$ cat config.mk
export PLATFORM = sky130hd
export DESIGN_NAME = lcd_decimal_number_writer
export DESIGN_NICKNAME = d
export VERILOG_FILES = /design/src/rtl/ldnw_pkg.sv /design/src/rtl/ldnw_dabble_stage.sv /design/src/rtl/ldnw_serializer.sv /design/src/rtl/lcd_decimal_number_writer.sv
export VERILOG_INCLUDE_DIRS = /design/src /design/src/rtl
export SDC_FILE = /design/constraint.sdc
export NUM_CORES = 1
export LEC_CHECK = 0
export BUFFER_PORTS_ARGS = -buffer_cell sky130_fd_sc_hd__buf_2
export CORE_UTILIZATION = 65
export DETAILED_ROUTE_END_ITERATION = 12
export PLACE_DENSITY = 0.93
export SETUP_SLACK_MARGIN = 0.2
export SYNTH_ARGS = -nofsm -noshare
export SYNTH_HDL_FRONTEND = slang
export SYNTH_SLANG_ARGS = --single-unit
$ cat constraint.sdc
create_clock -name clock -period 12 [get_ports clock]
set_clock_uncertainty 0.05 [all_clocks]
set_input_delay 2.4 -clock clock [delete_from_list [all_inputs] [get_ports clock]]
set_output_delay 2.4 -clock clock [all_outputs]
set_load 0.02 [all_outputs]
$ cat src/rtl/lcd_decimal_number_writer_defines.svh
// Assertion macros for the LCD decimal number writer.
// Included by the top level; no other dependencies.
`ifndef LCD_DECIMAL_NUMBER_WRITER_DEFINES_SVH
`define LCD_DECIMAL_NUMBER_WRITER_DEFINES_SVH

// Same-cycle implication, disabled during reset.
`define LDNW_ASSERT_NOW(label, clk, rst, ante, cons) \
   label: assert property (@(posedge clk) disable iff (rst) (ante) |-> (cons)) \
      else $error("ldnw check failed");

// Next-cycle implication, disabled during reset.
`define LDNW_ASSERT_NEXT(label, clk, rst, ante, cons) \
   label: assert property (@(posedge clk) disable iff (rst) (ante) |=> (cons)) \
      else $error("ldnw check failed");

`endif

$ cat src/rtl/ldnw_pkg.sv
// Shared types and constants for the LCD decimal number writer.
// No dependencies.
package ldnw_pkg;

   localparam int MaxDigits    = 5;
   localparam int ValueWidth   = 16;
   localparam int BcdWidth     = 4 * MaxDigits;
   localparam int StageCount   = 4;
   localparam int BitsPerStage = ValueWidth / StageCount;

   localparam logic [7:0] CmdBase   = 8'h80;
   localparam logic [7:0] RowOffset = 8'h40;
   localparam logic [7:0] AsciiZero = 8'h30;

   typedef struct packed {
      logic [3:0]            column;
      logic                  row;
      logic [ValueWidth-1:0] value;
      logic [2:0]            digit_count;
   } req_type;

   typedef struct packed {
      logic       is_data;
      logic [7:0] lcd_byte;
      logic       last;
   } rsp_type;

   // Item state inside the conversion pipeline.
   typedef struct packed {
      logic [3:0]            column;
      logic                  row;
      logic [2:0]            count;
      logic [ValueWidth-1:0] bin;
      logic [BcdWidth-1:0]   bcd;
   } pipe_type;

endpackage

$ cat src/rtl/ldnw_dabble_stage.sv
// One register stage of the binary to BCD converter (shift-add-3).
// Depends on ldnw_pkg.
module ldnw_dabble_stage (
   input  logic              clock,
   input  logic              reset,
   input  logic              in_valid,
   output logic              in_ready,
   input  ldnw_pkg::pipe_type in_data,
   output logic              out_valid,
   input  logic              out_ready,
   output ldnw_pkg::pipe_type out_data
);

   logic              valid_ff;
   logic              valid_in;
   ldnw_pkg::pipe_type data_ff;
   ldnw_pkg::pipe_type data_in;

   function automatic ldnw_pkg::pipe_type dabble(input ldnw_pkg::pipe_type p);
      ldnw_pkg::pipe_type r;
      logic [3:0]         d;
      r = p;
      for (int s = 0; s < ldnw_pkg::BitsPerStage; s++) begin
         for (int k = 0; k < ldnw_pkg::MaxDigits; k++) begin
            d = r.bcd[4*k +: 4];
            if (d >= 4'd5) begin
               r.bcd[4*k +: 4] = d + 4'd3;
            end
         end
         r.bcd = {r.bcd[ldnw_pkg::BcdWidth-2:0], r.bin[ldnw_pkg::ValueWidth-1]};
         r.bin = {r.bin[ldnw_pkg::ValueWidth-2:0], 1'b0};
      end
      return r;
   endfunction

   assign in_ready  = !valid_ff || out_ready;
   assign valid_in  = in_ready ? in_valid : valid_ff;
   assign data_in   = dabble(in_data);
   assign out_valid = valid_ff;
   assign out_data  = data_ff;

   always_ff @(posedge clock) begin
      if (reset) begin
         valid_ff <= 1'b0;
      end else begin
         valid_ff <= valid_in;
      end
      if (in_ready && in_valid) begin
         data_ff <= data_in;
      end
   end

endmodule

$ cat src/rtl/ldnw_serializer.sv
// Output stage: holds one converted item and sends its command and digit bytes.
// Depends on ldnw_pkg.
module ldnw_serializer (
   input  logic              clock,
   input  logic              reset,
   input  logic              in_valid,
   output logic              in_ready,
   input  ldnw_pkg::pipe_type in_data,
   output logic              rsp_valid,
   input  logic              rsp_ready,
   output ldnw_pkg::rsp_type  rsp_data
);

   logic              valid_ff;
   logic              valid_in;
   logic [2:0]        idx_ff;
   logic [2:0]        idx_in;
   ldnw_pkg::pipe_type item_ff;
   logic              is_last;
   logic [2:0]        pos;
   logic [3:0]        digit;
   logic [7:0]        cmd;

   assign is_last  = (idx_ff == item_ff.count);
   assign in_ready = !valid_ff || (rsp_ready && is_last);

   always_comb begin
      valid_in = valid_ff;
      idx_in   = idx_ff;
      if (in_ready) begin
         valid_in = in_valid;
         idx_in   = 3'd0;
      end else if (rsp_ready) begin
         idx_in = idx_ff + 3'd1;
      end
   end

   // Digit position counted from the ones digit.
   assign pos   = item_ff.count - idx_ff;
   assign digit = item_ff.bcd[4*pos +: 4];
   assign cmd   = ldnw_pkg::CmdBase | (item_ff.row ? ldnw_pkg::RowOffset : 8'h00)
                | {4'h0, item_ff.column};

   always_comb begin
      rsp_data.last = is_last;
      if (idx_ff == 3'd0) begin
         rsp_data.is_data  = 1'b0;
         rsp_data.lcd_byte = cmd;
      end else begin
         rsp_data.is_data  = 1'b1;
         rsp_data.lcd_byte = ldnw_pkg::AsciiZero | {4'h0, digit};
      end
   end

   assign rsp_valid = valid_ff;

   always_ff @(posedge clock) begin
      if (reset) begin
         valid_ff <= 1'b0;
         idx_ff   <= 3'd0;
      end else begin
         valid_ff <= valid_in;
         idx_ff   <= idx_in;
      end
      if (in_ready && in_valid) begin
         item_ff <= in_data;
      end
   end

endmodule

$ cat src/rtl/lcd_decimal_number_writer.sv
// LCD decimal number writer: usage notes.
// req channel (valid/ready): column, row, 16-bit value and digit count.
// rsp channel (valid/ready): one byte per transfer with register select
// (is_data) and a last flag. Each request yields a set-address command
// (0x80, +0x40 for row 1, +column) followed by the low N decimal digits
// in ASCII, most significant first. Counts above 5 act as 0.
// Path: a taken request passes five registers in order: four binary to BCD
// stages, each handling four value bits, then the output register, which
// sends the command byte; the first stage loads at the accepting edge.
// Throughput: the output register sends one byte per cycle while rsp_ready
// is high, so a request occupies it for its command byte and its N digit bytes;
// the pipeline takes a new request every cycle while it has room and keeps taking them while a result waits.
// Reset clears all valid bits; no request is in flight afterwards.
// When rsp_ready is low the pending byte holds and stages fill up, then
// req_ready drops; nothing is lost or repeated.
// Depends on ldnw_pkg, ldnw_dabble_stage, ldnw_serializer and the defines header.
`include "lcd_decimal_number_writer_defines.svh"

module lcd_decimal_number_writer (
   input  logic             clock,
   input  logic             reset,
   input  logic             req_valid,
   output logic             req_ready,
   input  ldnw_pkg::req_type req_data,
   output logic             rsp_valid,
   input  logic             rsp_ready,
   output ldnw_pkg::rsp_type rsp_data
);

   ldnw_pkg::pipe_type stage_data  [0:ldnw_pkg::StageCount];
   logic              stage_valid [0:ldnw_pkg::StageCount];
   logic              stage_ready [0:ldnw_pkg::StageCount];

   always_comb begin
      stage_data[0].column = req_data.column;
      stage_data[0].row    = req_data.row;
      stage_data[0].bin    = req_data.value;
      stage_data[0].bcd    = '0;
      stage_data[0].count  = (req_data.digit_count > 3'(ldnw_pkg::MaxDigits))
                           ? 3'd0 : req_data.digit_count;
   end

   assign stage_valid[0] = req_valid;
   assign req_ready      = stage_ready[0];

   for (genvar g = 0; g < ldnw_pkg::StageCount; g++) begin : g_stage
      ldnw_dabble_stage u_stage (
         .clock     (clock),
         .reset     (reset),
         .in_valid  (stage_valid[g]),
         .in_ready  (stage_ready[g]),
         .in_data   (stage_data[g]),
         .out_valid (stage_valid[g+1]),
         .out_ready (stage_ready[g+1]),
         .out_data  (stage_data[g+1])
      );
   end

   ldnw_serializer u_ser (
      .clock     (clock),
      .reset     (reset),
      .in_valid  (stage_valid[ldnw_pkg::StageCount]),
      .in_ready  (stage_ready[ldnw_pkg::StageCount]),
      .in_data   (stage_data[ldnw_pkg::StageCount]),
      .rsp_valid (rsp_valid),
      .rsp_ready (rsp_ready),
      .rsp_data  (rsp_data)
   );

   // Digit bytes must be ASCII 0..9, i.e. the converter produced valid BCD.
   `LDNW_ASSERT_NOW(a_ascii_digit, clock, reset, rsp_valid && rsp_data.is_data, (rsp_data.lcd_byte[7:4] == 4'h3) && (rsp_data.lcd_byte[3:0] <= 4'd9))

   // Command bytes always carry the set-address bit.
   `LDNW_ASSERT_NOW(a_cmd_addr, clock, reset, rsp_valid && !rsp_data.is_data, rsp_data.lcd_byte[7])

   // A byte that is not last is followed directly by a digit of the same request.
   `LDNW_ASSERT_NEXT(a_digit_follows, clock, reset, rsp_valid && rsp_ready && !rsp_data.last, rsp_valid && rsp_data.is_data)

endmodule
---- Yosys cells after proc, flatten, opt, wreduce, memory -nomap -nowiden ----
Index checks and enable logic that the tools add are counted.
word-level totals
  logic and storage cells ................. 251
  input port bits ......................... 28
  register bits after elaboration ......... 164
  output and inout bits ................... 12
operators by class
  reduce and logical (&&, ||, !) cells .... 18
  shifts and indexed selects .............. 1
  muxes and demuxes ....................... 67
  $add $sub $neg .......................... 67
  bitwise operators ....................... 1
  magnitude comparators ................... 66
  equal/unequal tests ..................... 1
operator list
  kind                    count
  $ge A4 B3 Y1 const B    60
  $mux W4                 53
  $add A4 B2 Y4 const B   50
  $mux W3                 11
  $add A3 B2 Y3 const B   10
  $shiftx A20 B6 Y4       1
  $add A1 B2 Y3 const B   4
  $ge A1 B3 Y1 const B    4
  $mux W9                 1
  $or A8 B4 Y8            1
  $mux W7                 1
  $logic_and A1 B1 Y1     6
  $logic_not A1 Y1        5
  $logic_or A1 B1 Y1      5
  $add A1 B2 Y3 const AB  1
  $add A3 B1 Y3 const B   1
  $eq A3 B3 Y1            1
  $ge A1 B3 Y1 const AB   1
  $gt A3 B3 Y1 const B    1
  $logic_not A3 Y1        1
  $sub A3 B3 Y3           1
  $reduce_or A2 Y1        1
  $mux W1                 1

---- Logic depth before layout (Yosys ltp) ----
  word-level depth ........................ 8
  mapped depth ............................ 21
  gate-level depth less buffers ........... 21

---- By module ----
A second synthesis with hierarchy kept.
second synthesis, totals
  cells, all modules ...................... 1768
  area total of the unflattened synthesis .. 16140.5 µm²
by module, submodules not included
  module                     times used  seq. area each (µm²)  cells each  area an instance (µm²)
  ldnw_dabble_stage          4           1221.2                420         3692.3
  ldnw_serializer            1           920.9                 84          1345.0
  lcd_decimal_number_writer  1           0.0                   4           26.3

---- Worst setup path before layout ----
OpenSTA, ideal clock, no wires.
  path type ............................... input-to-output
  start ................................... input rsp_ready
  end ..................................... output req_ready
  path buffers ............................ 0
  stages .................................. 5
  arrival time ............................ 3.097 ns
  required time ........................... 9.550 ns
  setup slack ............................. 6.453 ns
  cells stage by stage .................... nand2_1 > and2_1 > nand3_1 > nor2_1 > nand2_1
between the ends
  cells in the longest elaborated chain, start to end .. 6
ends and longest elaborated chain
  element                          line                             source
  from (decl)                      lcd_decimal_number_writer.sv:26  input logic rsp_ready,
  $logic_and A1 B1 Y1              ldnw_serializer.sv:25            assign in_ready = !valid_ff || (rsp_ready && is_last);
  $logic_or A1 B1 Y1               ldnw_serializer.sv:25
  $logic_or A1 B1 Y1 (4 in a row)  ldnw_dabble_stage.sv:36          assign in_ready = !valid_ff || out_ready;
  to (decl)                        lcd_decimal_number_writer.sv:23  output logic req_ready,
No other way between the ends.

---- Final worst setup path ----
Same ends and word-level chain as after synthesis.

==> results.json <==
{
  "post-route-period-util": 0.508,
  "p_int_uw": 1250,
  "antenna_found_initial": 0,
  "status": "complete, no violations",
  "post_synth.cell_area_avg_sq_um": 9.87,
  "power_uw": 1960,
  "grt_start_max_net_pins": 29,
  "dp_hpwl_mm": 12.8,
  "grt_pass1_vias": 7026,
  "fmax_mhz": 164,
  "ys_warn_count": 0,
  "portBuffers": 39,
  "drive_gt1_frac": 0.118,
  "numCtsBuffers": 17,
  "clock_path_buffers": 2,
  "switching_share": 0.362,
  "synth-async-reset-ratio": 0,
  "area_delta_synth_final_pct": 9.96,
  "synth-seq-area-share": 0.455,
  "clk_pin_slew_worst_paths_ns": 0.06,
  "synth_area_sq_um": 9200,
  "power_density_nw_per_um2": 194,
  "die_x_um": 121,
  "sequentialPowerShare": 0.321,
  "grt_remaining_overflow": 0,
  "worstSkewPairLatency_ns": 0.43,
  "power_frac_clock": 0.279,
  "dieArea_sq_um": 14600,
  "num_vias": 7551,
  "leakage_uw": 0.00381,
  "cts.sinks": 142,
  "start_util": 0.665,
  "routed_via_density": 6.57,
  "syn_nets": 999,
  "design.core.area_sq_um": 13800,
  "drt-initial-drc-count": 813,
  "num_rows": 43,
  "post_cts_buffers": 0,
  "cap_viol_max_count": 0,
  "cts_tree": "done",
  "drv_slew": 0,
  "rsz0062_at_grt": "no",
  "tightest_slew_ns": 1.32,
  "syn_inst": 932,
  "netlist.area_leader.share": 0.438,
  "yosys.area.top_type": "edfxtp_1",
  "fin_setup_tns_ns": 0,
  "cts-resized-gates": 0,
  "required_ns": 9.55,
  "finalSetupViolCount": 0,
  "ys_seq_elements": 142,
  "switching_power_uw": 709,
  "grt_use_total": 0.284,
  "io-pin-count": 40,
  "wirelength_mm": 20.0,
  "critPathSlowestCell": "nor2_1",
  "htree_levels": 4,
  "grt_pass1_wl_mm": 32.5,
  "pwr-share-comb": 0.399,
  "die_y_um": 121,
  "crit_chain": "buf_2 -> nand2_1 -> and2_1 -> nand3_1 -> nor2_1 -> nand2_1 -> buf_2",
  "critical_path_arrival_ns": 3.64,
  "whs_path_depth": 0,
  "fin_nets": 1023,
  "slew_headroom": 0.123,
  "postRouteAntennaNets": 0,
  "synth_area_leaders": "edfxtp_1 44%, ha_1 5.2%, a21oi_1 4.2%",
  "hold_class": "flip-flop to flip-flop",
  "endpoint_kind": "output pin",
  "irDropWorstVdd_mv": 0.137,
  "fin_crit_ns": 6.09,
  "root_buffer": "clkbuf_16",
  "synth_flop_cell": "edfxtp_1",
  "final_util": 0.731,
  "wire_per_inst_um": 17.4,
  "start_kind": "primary input",
  "place_congestion": 0.874,
  "ys_types": 78,
  "first_pass_iters": 6,
  "path_max_fanout": 5,
  "diodes": 0,
  "cts_hold_buf": 0,
  "drc": 0,
  "synth-edff-count": 134,
  "rr_worst_depth": 13,
  "hold_viol": 0,
  "critical_path_class": "primary input to output pin",
  "max_stage_delay_ns": 0.31
}
## cell usage in the layout, fill, tap and decap left out, types with 8 or more instances in the layout
master,instances
a211oi_1,18
a21o_1,8
a21oi_1,77
a22oi_1,9
a31oi_1,9
and2_1,14
buf_2,39
clkbuf_16,17
dfxtp_1,8
edfxtp_1,134
ha_1,38
inv_1,48
mux2_2,12
mux2i_1,25
nand2_1,72
nand2b_1,20
nand3_1,30
nor2_1,70
nor2b_1,12
nor3_1,24
o211ai_1,10
o21a_1,11
o21ai_0,62
o21ai_1,13
o22ai_1,13
or3_1,13
xnor2_1,16
## worst max-delay path, delay by kind of cell
family	cells	cell delay (ns)
buf+inv	2	0.31
simple gates	5	0.93
## synth_stat cells, types with 8 or more instances
master    number
nand2_1       72
o22ai_1       13
dfxtp_1        8
a211oi_1      18
o21a_1        11
mux2i_1       25
a21o_1         8
mux2_2        12
o21ai_1       13
clkbuf_1      31
a22oi_1        9
nor2b_1       13
a21oi_1       78
o211ai_1      10
nor2_1        70
a31oi_1       10
or3_1         13
nand2b_1      20
edfxtp_1     134
nand3_1       30
inv_1         48
nor3_1        24
o21ai_0       62
and2_1        14
ha_1          38
xnor2_1       16
## power groups by stage
stage	registers, uW	logic (uW)	clock network, uW
finish	629	781	546
global route	632	858	571
CTS	628	764	549
detailed placement	638	742	0
global placement	636	703	0
floorplan	627	620	0
## final timing paths
path | startpoint | to | slack [ns]
max | rsp_ready | req_ready | 5.91
min | g_stage[3].u_stage.out_data[8] | u_ser.item_ff[8] | 0.37
max reg2reg | g_stage[1].u_stage.out_data[0] | g_stage[2].u_stage.out_data[6] | 7.06
min reg2reg | g_stage[3].u_stage.out_data[8] | u_ser.item_ff[8] | 0.37
## metal layers
layer	wire, um	track usage
met1	8020	0.339
met2	9970	0.485
met3	1300	0.0667
met4	698	0.128
met5	0	0
## logic make-up after synthesis
group	after synthesis	synth area share
AO/OA/AOI/OAI	311	0.222
XOR/XNOR	23	0.0235
adder cells (fa/ha/maj)	39	0.0539
buffers and inverters	90	0.0391
flip-flops	142	0.455
multiplexers	45	0.0577
AND/OR/NAND/NOR	282	0.148
## state kept, by name (all words and copies together), names as in the netlist
name	cells
u_ser.rsp_valid	1
g_stage.u_stage.out_valid	4
u_ser.item_ff	28
g_stage.u_stage.out_data	106
u_ser.idx_ff	3
## final cells by class
class                      instances  area (sq um)
fill                             886          3720
clock buffer                      18           429
tap                              180           225
inverter                          52           195
multi-input combinational        700          4670
clock inverter                    14           184
sequential                       142          4180
timing repair buffer              43           225
## metrics by stage
stage	cells	hold slack (ns)	cell area [sq um]	setup slack [ns]
finish	1149	0.366	10100	5.91
global route	1149	0.373	10100	5.82
CTS	1149	0.369	10100	5.94
detailed placement	1117	0.355	9500	5.94
global placement	1117	0.352	9500	6.05
floorplan	932	0.350	9200	6.45
Power figures use the tool's default switching activity.
